==> src/psb_pkg.sv <==
// Shared types, constants and tables for the particle step block.
// No dependencies; imported by every module of the block.
`timescale 1ns / 1ps
`default_nettype none

package psb_pkg;

	localparam int POS_W      = 24;
	localparam int ANG_W      = 16;
	localparam int TIME_W     = 16;
	localparam int SPEED_W    = 16;
	localparam int ARENA_W    = 12;
	localparam int START_W    = 20;
	localparam int HIT_W      = 2;
	localparam int CW         = 34;
	localparam int TRIG_W     = 17;
	localparam int ST_W       = SPEED_W + TIME_W;
	localparam int PROD_W     = ST_W + 1 + TRIG_W;
	localparam int ATAN_IDX_W = 5;
	localparam int CFG_IDX_W  = 3;
	localparam int CFG_DATA_W = 20;
	localparam int RND_Q      = 15;

	localparam int CORDIC_STEPS_DEF = 16;
	localparam int FRAC_BITS_DEF    = 8;

	localparam logic signed [CW-1:0] CORDIC_GAIN = CW'(652032874);
	localparam logic signed [CW-1:0] CR_UP       = CW'(1 << (RND_Q - 1));
	localparam logic signed [CW-1:0] CR_DN       = CW'((1 << (RND_Q - 1)) - 1);

	localparam logic [ANG_W-1:0] HALF_TURN = ANG_W'(32768);

	localparam logic signed [POS_W-1:0] POS_MAX = POS_W'(8388607);
	localparam logic signed [POS_W-1:0] POS_MIN = POS_W'(-8388608);

	localparam logic [ARENA_W-1:0] ARENA_W_RST  = ARENA_W'(800);
	localparam logic [ARENA_W-1:0] ARENA_H_RST  = ARENA_W'(600);
	localparam logic [SPEED_W-1:0] SPEED_RST    = SPEED_W'(256);
	localparam logic [START_W-1:0] START_POS_RST = START_W'(25600);
	localparam logic [ANG_W-1:0]   START_ANG_RST = '0;

	typedef enum logic [CFG_IDX_W-1:0] {
		REG_ARENA_WIDTH   = 3'd0,
		REG_ARENA_HEIGHT  = 3'd1,
		REG_MOVE_SPEED    = 3'd2,
		REG_START_X       = 3'd3,
		REG_START_Y       = 3'd4,
		REG_START_HEADING = 3'd5
	} reg_idx_t;

	typedef enum logic [3:0] {
		ST_IDLE,
		ST_WALL,
		ST_CINIT,
		ST_CITER,
		ST_CRND,
		ST_MULX,
		ST_RNDX,
		ST_ADDX,
		ST_MULY,
		ST_RNDY,
		ST_ADDY,
		ST_DONE
	} state_t;

	typedef struct packed {
		logic [TIME_W-1:0] elapsed_time;
		logic              restart;
	} step_t;

	typedef struct packed {
		logic signed [POS_W-1:0] new_x;
		logic signed [POS_W-1:0] new_y;
		logic [ANG_W-1:0]        new_heading;
		logic [HIT_W-1:0]        bounced;
	} result_t;

	typedef struct packed {
		logic [ARENA_W-1:0] arena_width;
		logic [ARENA_W-1:0] arena_height;
		logic [SPEED_W-1:0] move_speed;
		logic [START_W-1:0] start_x;
		logic [START_W-1:0] start_y;
		logic [ANG_W-1:0]   start_heading;
	} cfg_t;

	typedef struct packed {
		logic                  capture;
		logic                  load_start;
		logic                  wall;
		logic                  cinit;
		logic                  citer;
		logic                  crnd;
		logic                  mul;
		logic                  rnd;
		logic                  add;
		logic                  sel_y;
		logic                  out_load;
		logic [ATAN_IDX_W-1:0] iter;
	} cmd_t;

	function automatic logic signed [CW-1:0] atan_val(input logic [ATAN_IDX_W-1:0] i);
		case (i)
			5'd0:    atan_val = CW'(536870912);
			5'd1:    atan_val = CW'(316933406);
			5'd2:    atan_val = CW'(167458907);
			5'd3:    atan_val = CW'(85004756);
			5'd4:    atan_val = CW'(42667331);
			5'd5:    atan_val = CW'(21354465);
			5'd6:    atan_val = CW'(10680862);
			5'd7:    atan_val = CW'(5341269);
			5'd8:    atan_val = CW'(2670163);
			5'd9:    atan_val = CW'(1335087);
			5'd10:   atan_val = CW'(667544);
			5'd11:   atan_val = CW'(333772);
			5'd12:   atan_val = CW'(166886);
			5'd13:   atan_val = CW'(83443);
			5'd14:   atan_val = CW'(41722);
			5'd15:   atan_val = CW'(20861);
			5'd16:   atan_val = CW'(10430);
			5'd17:   atan_val = CW'(5215);
			5'd18:   atan_val = CW'(2608);
			5'd19:   atan_val = CW'(1304);
			5'd20:   atan_val = CW'(652);
			5'd21:   atan_val = CW'(326);
			5'd22:   atan_val = CW'(163);
			5'd23:   atan_val = CW'(81);
			default: atan_val = '0;
		endcase
	endfunction

endpackage

`default_nettype wire

==> src/particle_step_with_wall_bounce.sv <==
// Particle step with wall reflection: one result per request.
// A motion request runs the wall check, the serial CORDIC loop and the motion steps;
// a restart request only loads the start state. One request is in work at a time,
// and the output register holds a result while the next runs.
// Reset clears control, loads position 100.0, 100.0 and heading 0, and the register defaults.
`timescale 1ns / 1ps
`default_nettype none

module particle_step_with_wall_bounce import psb_pkg::*; #(
	parameter int CORDIC_STEPS = CORDIC_STEPS_DEF,
	parameter int FRAC_BITS    = FRAC_BITS_DEF
) (
	input  wire logic                  clk,
	input  wire logic                  arst_n,
	input  wire logic                  step_valid,
	output logic                       step_stall,
	input  wire step_t                 step,
	output logic                       result_valid,
	input  wire logic                  result_stall,
	output result_t                    result,
	input  wire logic                  cfg_valid,
	output logic                       cfg_ready,
	input  wire logic [CFG_IDX_W-1:0]  cfg_index,
	input  wire logic [CFG_DATA_W-1:0] cfg_data
);

	cfg_t cfg_q;
	cmd_t cmd;

	assign cfg_ready = 1'b1;

	always_ff @(posedge clk or negedge arst_n) begin
		if (!arst_n) begin
			cfg_q.arena_width   <= ARENA_W_RST;
			cfg_q.arena_height  <= ARENA_H_RST;
			cfg_q.move_speed    <= SPEED_RST;
			cfg_q.start_x       <= START_POS_RST;
			cfg_q.start_y       <= START_POS_RST;
			cfg_q.start_heading <= START_ANG_RST;
		end else if (cfg_valid && cfg_ready) begin
			case (cfg_index)
				REG_ARENA_WIDTH:   cfg_q.arena_width   <= cfg_data[ARENA_W-1:0];
				REG_ARENA_HEIGHT:  cfg_q.arena_height  <= cfg_data[ARENA_W-1:0];
				REG_MOVE_SPEED:    cfg_q.move_speed    <= cfg_data[SPEED_W-1:0];
				REG_START_X:       cfg_q.start_x       <= cfg_data[START_W-1:0];
				REG_START_Y:       cfg_q.start_y       <= cfg_data[START_W-1:0];
				REG_START_HEADING: cfg_q.start_heading <= cfg_data[ANG_W-1:0];
				default: ;
			endcase
		end
	end

	psb_ctrl #(
		.CORDIC_STEPS(CORDIC_STEPS)
	) u_ctrl (
		.clk          (clk),
		.arst_n       (arst_n),
		.step_valid   (step_valid),
		.step_restart (step.restart),
		.step_stall   (step_stall),
		.result_valid (result_valid),
		.result_stall (result_stall),
		.cmd          (cmd)
	);

	psb_dpath #(
		.FRAC_BITS(FRAC_BITS)
	) u_dpath (
		.clk          (clk),
		.arst_n       (arst_n),
		.cmd          (cmd),
		.cfg          (cfg_q),
		.elapsed_time (step.elapsed_time),
		.result       (result)
	);

endmodule

`default_nettype wire

==> src/psb_ctrl.sv <==
// Sequencer for the particle step: walls, CORDIC iterations, motion, result.
// Depends on psb_pkg; drives the command struct into psb_dpath.
`timescale 1ns / 1ps
`default_nettype none

module psb_ctrl import psb_pkg::*; #(
	parameter int CORDIC_STEPS = CORDIC_STEPS_DEF
) (
	input  wire logic clk,
	input  wire logic arst_n,
	input  wire logic step_valid,
	input  wire logic step_restart,
	output logic      step_stall,
	output logic      result_valid,
	input  wire logic result_stall,
	output cmd_t      cmd
);

	localparam int IW = $clog2(CORDIC_STEPS);
	localparam logic [IW-1:0] ITER_LAST = IW'(CORDIC_STEPS - 1);

	state_t        state_q, state_d;
	logic [IW-1:0] iter_q, iter_d;
	logic          out_valid_q, out_valid_d;

	always_ff @(posedge clk or negedge arst_n) begin
		if (!arst_n) begin
			state_q     <= ST_IDLE;
			iter_q      <= '0;
			out_valid_q <= 1'b0;
		end else begin
			state_q     <= state_d;
			iter_q      <= iter_d;
			out_valid_q <= out_valid_d;
		end
	end

	always_comb begin
		state_d  = state_q;
		iter_d   = iter_q;
		cmd      = '0;
		cmd.iter = ATAN_IDX_W'(iter_q);
		case (state_q)
			ST_IDLE: begin
				if (step_valid) begin
					if (step_restart) begin
						cmd.load_start = 1'b1;
						state_d        = ST_DONE;
					end else begin
						cmd.capture = 1'b1;
						state_d     = ST_WALL;
					end
				end
			end
			ST_WALL: begin
				cmd.wall = 1'b1;
				state_d  = ST_CINIT;
			end
			ST_CINIT: begin
				cmd.cinit = 1'b1;
				iter_d    = '0;
				state_d   = ST_CITER;
			end
			ST_CITER: begin
				cmd.citer = 1'b1;
				iter_d    = iter_q + 1'b1;
				if (iter_q == ITER_LAST) begin
					state_d = ST_CRND;
				end
			end
			ST_CRND: begin
				cmd.crnd = 1'b1;
				state_d  = ST_MULX;
			end
			ST_MULX: begin
				cmd.mul = 1'b1;
				state_d = ST_RNDX;
			end
			ST_RNDX: begin
				cmd.rnd = 1'b1;
				state_d = ST_ADDX;
			end
			ST_ADDX: begin
				cmd.add = 1'b1;
				state_d = ST_MULY;
			end
			ST_MULY: begin
				cmd.mul   = 1'b1;
				cmd.sel_y = 1'b1;
				state_d   = ST_RNDY;
			end
			ST_RNDY: begin
				cmd.rnd   = 1'b1;
				cmd.sel_y = 1'b1;
				state_d   = ST_ADDY;
			end
			ST_ADDY: begin
				cmd.add   = 1'b1;
				cmd.sel_y = 1'b1;
				state_d   = ST_DONE;
			end
			ST_DONE: begin
				if (!out_valid_q || !result_stall) begin
					cmd.out_load = 1'b1;
					state_d      = ST_IDLE;
				end
			end
			default: state_d = ST_IDLE;
		endcase
	end

	always_comb begin
		if (cmd.out_load) begin
			out_valid_d = 1'b1;
		end else if (result_stall) begin
			out_valid_d = out_valid_q;
		end else begin
			out_valid_d = 1'b0;
		end
	end

	assign step_stall   = (state_q != ST_IDLE);
	assign result_valid = out_valid_q;

	a_iter_range: assert property (@(posedge clk) disable iff (!arst_n)
		(state_q == ST_CITER) |-> (iter_q <= ITER_LAST))
		else $error("CORDIC iteration count out of range");

	a_accept_busy: assert property (@(posedge clk) disable iff (!arst_n)
		(step_valid && !step_stall) |=> (state_q != ST_IDLE))
		else $error("request accepted without leaving idle");

	a_done_hold: assert property (@(posedge clk) disable iff (!arst_n)
		(state_q == ST_DONE && out_valid_q && result_stall) |=> (state_q == ST_DONE))
		else $error("result overwritten while output stalled");

	a_valid_src: assert property (@(posedge clk) disable iff (!arst_n)
		$rose(result_valid) |-> ($past(state_q) == ST_DONE))
		else $error("result raised outside completion");

endmodule

`default_nettype wire

==> src/psb_dpath.sv <==
// Datapath for the particle step: state, wall logic, serial CORDIC, motion.
// Depends on psb_pkg; sequenced by the command struct from psb_ctrl.
`timescale 1ns / 1ps
`default_nettype none

module psb_dpath import psb_pkg::*; #(
	parameter int FRAC_BITS = FRAC_BITS_DEF
) (
	input  wire logic clk,
	input  wire logic arst_n,
	input  wire cmd_t cmd,
	input  wire cfg_t cfg,
	input  wire logic [TIME_W-1:0] elapsed_time,
	output result_t   result
);

	localparam int SHIFT = 35 - FRAC_BITS;
	localparam int RW    = PROD_W - SHIFT;
	localparam int SW    = ((RW > POS_W) ? RW : POS_W) + 1;
	localparam int TW    = ARENA_W + 2 + FRAC_BITS;
	localparam int SATW  = (TW > SW) ? TW : SW;

	localparam logic signed [POS_W-1:0]  LO_LIM  = POS_W'(2 * (1 << FRAC_BITS));
	localparam logic signed [POS_W-1:0]  LO_SET  = POS_W'(3 * (1 << FRAC_BITS));
	localparam logic signed [PROD_W-1:0] P_UP    = PROD_W'(64'd1 << (SHIFT - 1));
	localparam logic signed [PROD_W-1:0] P_DN    = PROD_W'((64'd1 << (SHIFT - 1)) - 64'd1);
	localparam logic signed [SATW-1:0]   SAT_HI  = SATW'(POS_MAX);
	localparam logic signed [SATW-1:0]   SAT_LO  = SATW'(POS_MIN);

	function automatic logic signed [POS_W-1:0] sat_pos(input logic signed [SATW-1:0] v);
		if (v > SAT_HI) begin
			sat_pos = POS_MAX;
		end else if (v < SAT_LO) begin
			sat_pos = POS_MIN;
		end else begin
			sat_pos = v[POS_W-1:0];
		end
	endfunction

	logic signed [POS_W-1:0]  pos_x_q, pos_y_q;
	logic [ANG_W-1:0]         heading_q;
	logic [HIT_W-1:0]         hit_q;
	logic [TIME_W-1:0]        dt_q;
	logic [ST_W-1:0]          st_q;
	logic signed [CW-1:0]     cx_q, cy_q, cz_q;
	logic                     neg_q;
	logic signed [TRIG_W-1:0] c_q, s_q;
	logic signed [PROD_W-1:0] prod_q;
	logic signed [RW-1:0]     rnd_q;
	result_t                  res_q;

	logic signed [ARENA_W+1:0] wx_m2, wx_m3, wy_m2, wy_m3;
	logic signed [POS_W-1:0]   hi_x, set_x, hi_y, set_y;
	logic signed [POS_W-1:0]   wall_x, wall_y;
	logic                      hit_x, hit_y;
	logic [ANG_W-1:0]          head_1, head_2;

	logic signed [TRIG_W:0]    ang_s, ang_f;
	logic                      fold_neg;
	logic signed [CW-1:0]      sx, sy, at;
	logic signed [CW-1:0]      xr, yr;
	logic signed [TRIG_W-1:0]  c_r, s_r;
	logic signed [TRIG_W-1:0]  mop;
	logic signed [PROD_W-1:0]  rnd_full;
	logic signed [POS_W-1:0]   pos_sel;
	logic signed [POS_W-1:0]   pos_new;

	// wall limits
	always_comb begin
		wx_m2 = $signed({2'b00, cfg.arena_width}) - 14'sd2;
		wx_m3 = $signed({2'b00, cfg.arena_width}) - 14'sd3;
		wy_m2 = $signed({2'b00, cfg.arena_height}) - 14'sd2;
		wy_m3 = $signed({2'b00, cfg.arena_height}) - 14'sd3;
		hi_x  = sat_pos(SATW'(wx_m2) <<< FRAC_BITS);
		set_x = sat_pos(SATW'(wx_m3) <<< FRAC_BITS);
		hi_y  = sat_pos(SATW'(wy_m2) <<< FRAC_BITS);
		set_y = sat_pos(SATW'(wy_m3) <<< FRAC_BITS);

		hit_x  = 1'b1;
		wall_x = pos_x_q;
		if (pos_x_q < LO_LIM) begin
			wall_x = LO_SET;
		end else if (pos_x_q > hi_x) begin
			wall_x = set_x;
		end else begin
			hit_x = 1'b0;
		end
		hit_y  = 1'b1;
		wall_y = pos_y_q;
		if (pos_y_q < LO_LIM) begin
			wall_y = LO_SET;
		end else if (pos_y_q > hi_y) begin
			wall_y = set_y;
		end else begin
			hit_y = 1'b0;
		end
		head_1 = hit_x ? ANG_W'(HALF_TURN - heading_q) : heading_q;
		head_2 = hit_y ? ANG_W'(-head_1) : head_1;
	end

	// fold heading into the right half plane
	always_comb begin
		ang_s    = $signed({{2{heading_q[ANG_W-1]}}, heading_q});
		ang_f    = ang_s;
		fold_neg = 1'b0;
		if (ang_s > 17'sd16384) begin
			ang_f    = ang_s - 17'sd32768;
			fold_neg = 1'b1;
		end else if (ang_s < -17'sd16384) begin
			ang_f    = ang_s + 17'sd32768;
			fold_neg = 1'b1;
		end
	end

	always_comb begin
		sx       = cx_q >>> cmd.iter;
		sy       = cy_q >>> cmd.iter;
		at       = atan_val(cmd.iter);
		xr       = (cx_q + (cx_q[CW-1] ? CR_DN : CR_UP)) >>> RND_Q;
		yr       = (cy_q + (cy_q[CW-1] ? CR_DN : CR_UP)) >>> RND_Q;
		c_r      = xr[TRIG_W-1:0];
		s_r      = yr[TRIG_W-1:0];
		mop      = cmd.sel_y ? s_q : c_q;
		rnd_full = (prod_q + (prod_q[PROD_W-1] ? P_DN : P_UP)) >>> SHIFT;
		pos_sel  = cmd.sel_y ? pos_y_q : pos_x_q;
		pos_new  = sat_pos(SATW'(SW'(pos_sel) + SW'(rnd_q)));
	end

	always_ff @(posedge clk or negedge arst_n) begin
		if (!arst_n) begin
			pos_x_q   <= POS_W'(START_POS_RST);
			pos_y_q   <= POS_W'(START_POS_RST);
			heading_q <= '0;
		end else if (cmd.load_start) begin
			pos_x_q   <= POS_W'(cfg.start_x);
			pos_y_q   <= POS_W'(cfg.start_y);
			heading_q <= cfg.start_heading;
		end else if (cmd.wall) begin
			pos_x_q   <= wall_x;
			pos_y_q   <= wall_y;
			heading_q <= head_2;
		end else if (cmd.add) begin
			if (cmd.sel_y) begin
				pos_y_q <= pos_new;
			end else begin
				pos_x_q <= pos_new;
			end
		end
	end

	always_ff @(posedge clk) begin
		if (cmd.load_start) begin
			hit_q <= '0;
		end
		if (cmd.capture) begin
			dt_q <= elapsed_time;
		end
		if (cmd.wall) begin
			hit_q <= {hit_y, hit_x};
			st_q  <= ST_W'(cfg.move_speed) * ST_W'(dt_q);
		end
		if (cmd.cinit) begin
			cx_q  <= CORDIC_GAIN;
			cy_q  <= '0;
			cz_q  <= CW'(ang_f) <<< 16;
			neg_q <= fold_neg;
		end
		if (cmd.citer) begin
			if (!cz_q[CW-1]) begin
				cx_q <= cx_q - sy;
				cy_q <= cy_q + sx;
				cz_q <= cz_q - at;
			end else begin
				cx_q <= cx_q + sy;
				cy_q <= cy_q - sx;
				cz_q <= cz_q + at;
			end
		end
		if (cmd.crnd) begin
			c_q <= neg_q ? -c_r : c_r;
			s_q <= neg_q ? -s_r : s_r;
		end
		if (cmd.mul) begin
			prod_q <= PROD_W'($signed({1'b0, st_q})) * PROD_W'(mop);
		end
		if (cmd.rnd) begin
			rnd_q <= rnd_full[RW-1:0];
		end
		if (cmd.out_load) begin
			res_q.new_x       <= pos_x_q;
			res_q.new_y       <= pos_y_q;
			res_q.new_heading <= heading_q;
			res_q.bounced     <= hit_q;
		end
	end

	assign result = res_q;

endmodule

`default_nettype wire
==> config.mk <==
export PLATFORM = sky130hd
export DESIGN_NAME = particle_step_with_wall_bounce
export DESIGN_NICKNAME = d
export VERILOG_FILES = /design/src/psb_pkg.sv /design/src/particle_step_with_wall_bounce.sv /design/src/psb_ctrl.sv /design/src/psb_dpath.sv
export SDC_FILE = /design/constraint.sdc
export NUM_CORES = 2
export LEC_CHECK = 0
export BUFFER_PORTS_ARGS = -buffer_cell sky130_fd_sc_hd__buf_2
export CORE_ASPECT_RATIO = 0.9
export CORE_MARGIN = 4
export CORE_UTILIZATION = 35
export CTS_BUF_LIST = sky130_fd_sc_hd__clkbuf_2
export CTS_CLUSTER_DIAMETER = 80
export DETAILED_ROUTE_END_ITERATION = 10
export GPL_ROUTABILITY_DRIVEN = 1
export PLACE_DENSITY = 0.57
export SETUP_SLACK_MARGIN = 0.02
export SYNTH_ARGS = -nofsm -noshare
export SYNTH_HDL_FRONTEND = slang
export SYNTH_SLANG_ARGS = --single-unit
==> constraint.sdc <==
create_clock -name clk -period 8.1 [get_ports clk]
set_input_delay 1.62 -clock clk [delete_from_list [all_inputs] [get_ports clk]]
set_output_delay 1.62 -clock clk [all_outputs]
set_load 0.01 [all_outputs]
==> impl_metrics.csv <==
group,metric,value,unit
run_status,outcome,"finished, final reports clean",
synth,synth-edff-count,326,
setup_path,critPathMaxFanout,24,
timing,fmax,131,MHz
synth,ys_warn_count,0,
synth,yosys.cell_count.top_type,"inv_1",
finish,stdcell_area,0.0653,mm²
floorplanning,die_y,404,µm
drt,vias,46600,
finish,area_growth,7.40,%
clock_tree,clk_latency,1.51,ns
timing,slew_viol_final,0,
timing,worst_pin_slew,1.22,ns
synth,synthFlopType,"edfxtp_1",
finish,nets,7595,
setup_path,path_buf_inv,5,
clock_tree,clk_pin_slew_worst_paths,0.11,ns
setup_path,critPathLaunchType,"flip-flop",
clock_tree,cts_made_buffers,133,
drt,drt-initial-drc-count,3644,
drt,first_pass_iters,5,
grt,grt_max_degree,91,
grt,antenna_found_initial,15,
timing,rsz0062_at_grt,"false",
drt,viasPerCell,5.30,
grt,grt_pass1_vias,47400,
timing,tns,0,ns
clock_tree,clock_sinks,495,
clock_tree,htreeDepth,4,
synth,syn_nets,7552,
synth,avgSynthCellArea,9.55,µm²
synth,ys_ff_latch,495,
timing,fin_skew,0.140,ns
finish,drive_gt1_frac,0.117,
floorplanning,die-area,0.181,mm²
synth,synth-seq-area-share,0.231,
job,maxCapViolations,0,
drt,totalWireLength,175000,µm
grt,track_usage,0.193,
placement,numPortBuffers,112,
timing,hold_violations,0,
timing,fin_crit,7.65,ns
floorplanning,chipWidth,447,µm
clock_tree,cts_buffer_depth,3,
synth,postSynth.asyncResetShare,0.341,
timing,finalCritPeriodShare,0.945,
synth,synth.top_cell.area_share,0.213,
placement,place_worst_setup_slack,0.145,ns
placement,place_congestion,0.921,
placement,dp_hpwl,135000,µm
floorplanning,core,0.172,mm²
setup_path,cp-end-kind,"flip-flop",
placement,place_area,0.0640,mm²
synth,ys_types,93,
floorplanning,std_cell_rows,144,
grt,gr-total-overflow,0,
synth,netlist_area,0.0608,mm²
clock_tree,cts_tree,"yes",
hold_path,hold_path.class,"input port to async pin",
timing,finalSetupViolCount,0,
setup_path,critPathKind,"flip-flop to flip-flop",
grt,grt_pass1_wl,275000,µm
timing,setup_ws,0.447,ns
setup_path,slowest_delay,0.56,ns
setup_path,cp.required,9.25,ns
setup_path,cpMaxStageDelayCell,"fa_1",
floorplanning,start_util,0.354,
setup_path,worstPathArrival,8.80,ns
drt,drc,0,
synth,post-synth-top-area-cell,"fa_1",
floorplanning,io_pins,114,
setup_path,cpMostUsedCell,"fa_1",
setup_path,crit_family,"adder cells",
drt,ant_nets,0,
drt,avgRoutedWirePerCell,19.9,µm
synth,ys_top_cells_by_count,"inv_1 (799), nand2_1 (715), fa_1 (647)",
clock_tree,cts_root_buffer,"clkbuf_2",
synth,synth_cells,6371,
synth,synth_area_leaders,"fa_1 (21%), edfxtp_1 (16%), ha_1 (10%), dfrtp_1 (6.1%), inv_1 (4.9%)",
timing,max_slew_margin,0.184,
-- timing repair --
action,4_1_cts,5_1_grt
setup buffers,0,0
gates resized for setup,0,15
hold buffers,0,0
setup endpoints to repair,0,6
-- cells in the final DEF (no fill, tap or decap), types with 28 or more instances in the layout --
cell      Yosys  final
nand3_1      84     83
o21a_1       48     48
mux2_2      163    156
dfrtp_1     149    145
nand2b_1     54     53
o22ai_1      29     28
and2_1      326    326
buf_2        23    111
clkbuf_2      0    196
a21oi_1     291    290
nor2b_1      96     96
mux4_2       76     76
nand2_1     715    715
nand4_1      36     36
a21o_1      120    120
o211ai_1     33     33
o21ai_0     227    227
edfxtp_1    326    326
a31oi_1      45     44
fa_1        647    647
a211oi_1     43     43
nor3_1       80     77
nor2_1      326    324
xnor2_1     232    232
ha_1        489    489
buf_4         4    102
xor2_1      148    148
inv_1       799    796
mux2i_1      69     66
and3_1       37     37
-- final cells by class --
class	instances	area, µm²
Fill cell	17200	107000
Multi-Input combinational cell	4762	42700
Sequential cell	495	14100
Inverter	801	3010
Tap cell	2263	2830
Timing Repair Buffer	221	1440
Clock buffer	196	981
Clock inverter	42	312
Antenna cell	11	27.5
-- through the flow --
step | instances | hold slack (ns) | util
2_1_floorplan | 6371 | 0.400 | -
3_3_place_gp | 8542 | 0.421 | 0.372
3_5_place_dp | 8542 | 0.410 | 0.372
4_1_cts | 8780 | 0.150 | 0.379
5_1_grt | 8791 | 0.189 | 0.380
6_report | 8791 | 0.263 | 0.380
-- logic make-up (layout without fill, tap and decap cells) --
kind of cell,after synthesis,after routing,share of synthesized area
other cells,1,12,0.0000616
xor+xnor,380,380,0.0547
buf+inv,1114,1260,0.0701
mux,308,308,0.0696
compound gates,1059,1059,0.112
fa+ha+maj,1136,1136,0.313
flops,495,495,0.231
simple gates,1878,1878,0.150
-- registers in the layout, summed over array words and instances (netlist names) --
signal               count
cfg_q                   96
u_dpath.rnd_q           23
u_dpath.c_q             17
u_dpath.heading_q       16
u_ctrl.state_q           4
u_dpath.cx_q            34
u_dpath.st_q            32
u_dpath.result          66
u_dpath.neg_q            1
u_dpath.prod_q          50
u_dpath.cy_q            34
u_dpath.pos_x_q         24
u_dpath.cz_q            34
u_ctrl.result_valid      1
u_ctrl.iter_q            4
u_dpath.s_q             17
u_dpath.hit_q            2
u_dpath.pos_y_q         24
u_dpath.dt_q            16
-- final timing paths --
path / from / to / slack [ns] / cells past startpoint
min in group clk: u_dpath.hit_q[1] / u_dpath.result[1] / 0.39 / 0
setup reg to reg: u_ctrl.state_q[3] / u_dpath.prod_q[49] / 0.45 / 27
hold / removal: arst_n / u_dpath.pos_y_q[2] / 0.26 / 1
max in group asynchronous: arst_n / u_ctrl.iter_q[3] / 6.15 / 2
setup / recovery: u_ctrl.state_q[3] / u_dpath.prod_q[49] / 0.45 / 27
hold reg to reg: u_dpath.hit_q[1] / u_dpath.result[1] / 0.39 / 0
-- metal layers --
metal / global-route usage / part of all wire
met5: 0 / 0.00025
met4: 0.0461 / 0.020
met3: 0.0420 / 0.072
met2: 0.303 / 0.45
met1: 0.272 / 0.46
Power is left out: the tool's default activity adds up to more than one toggle a clock period on the data nets, which glitch-free logic cannot reach.
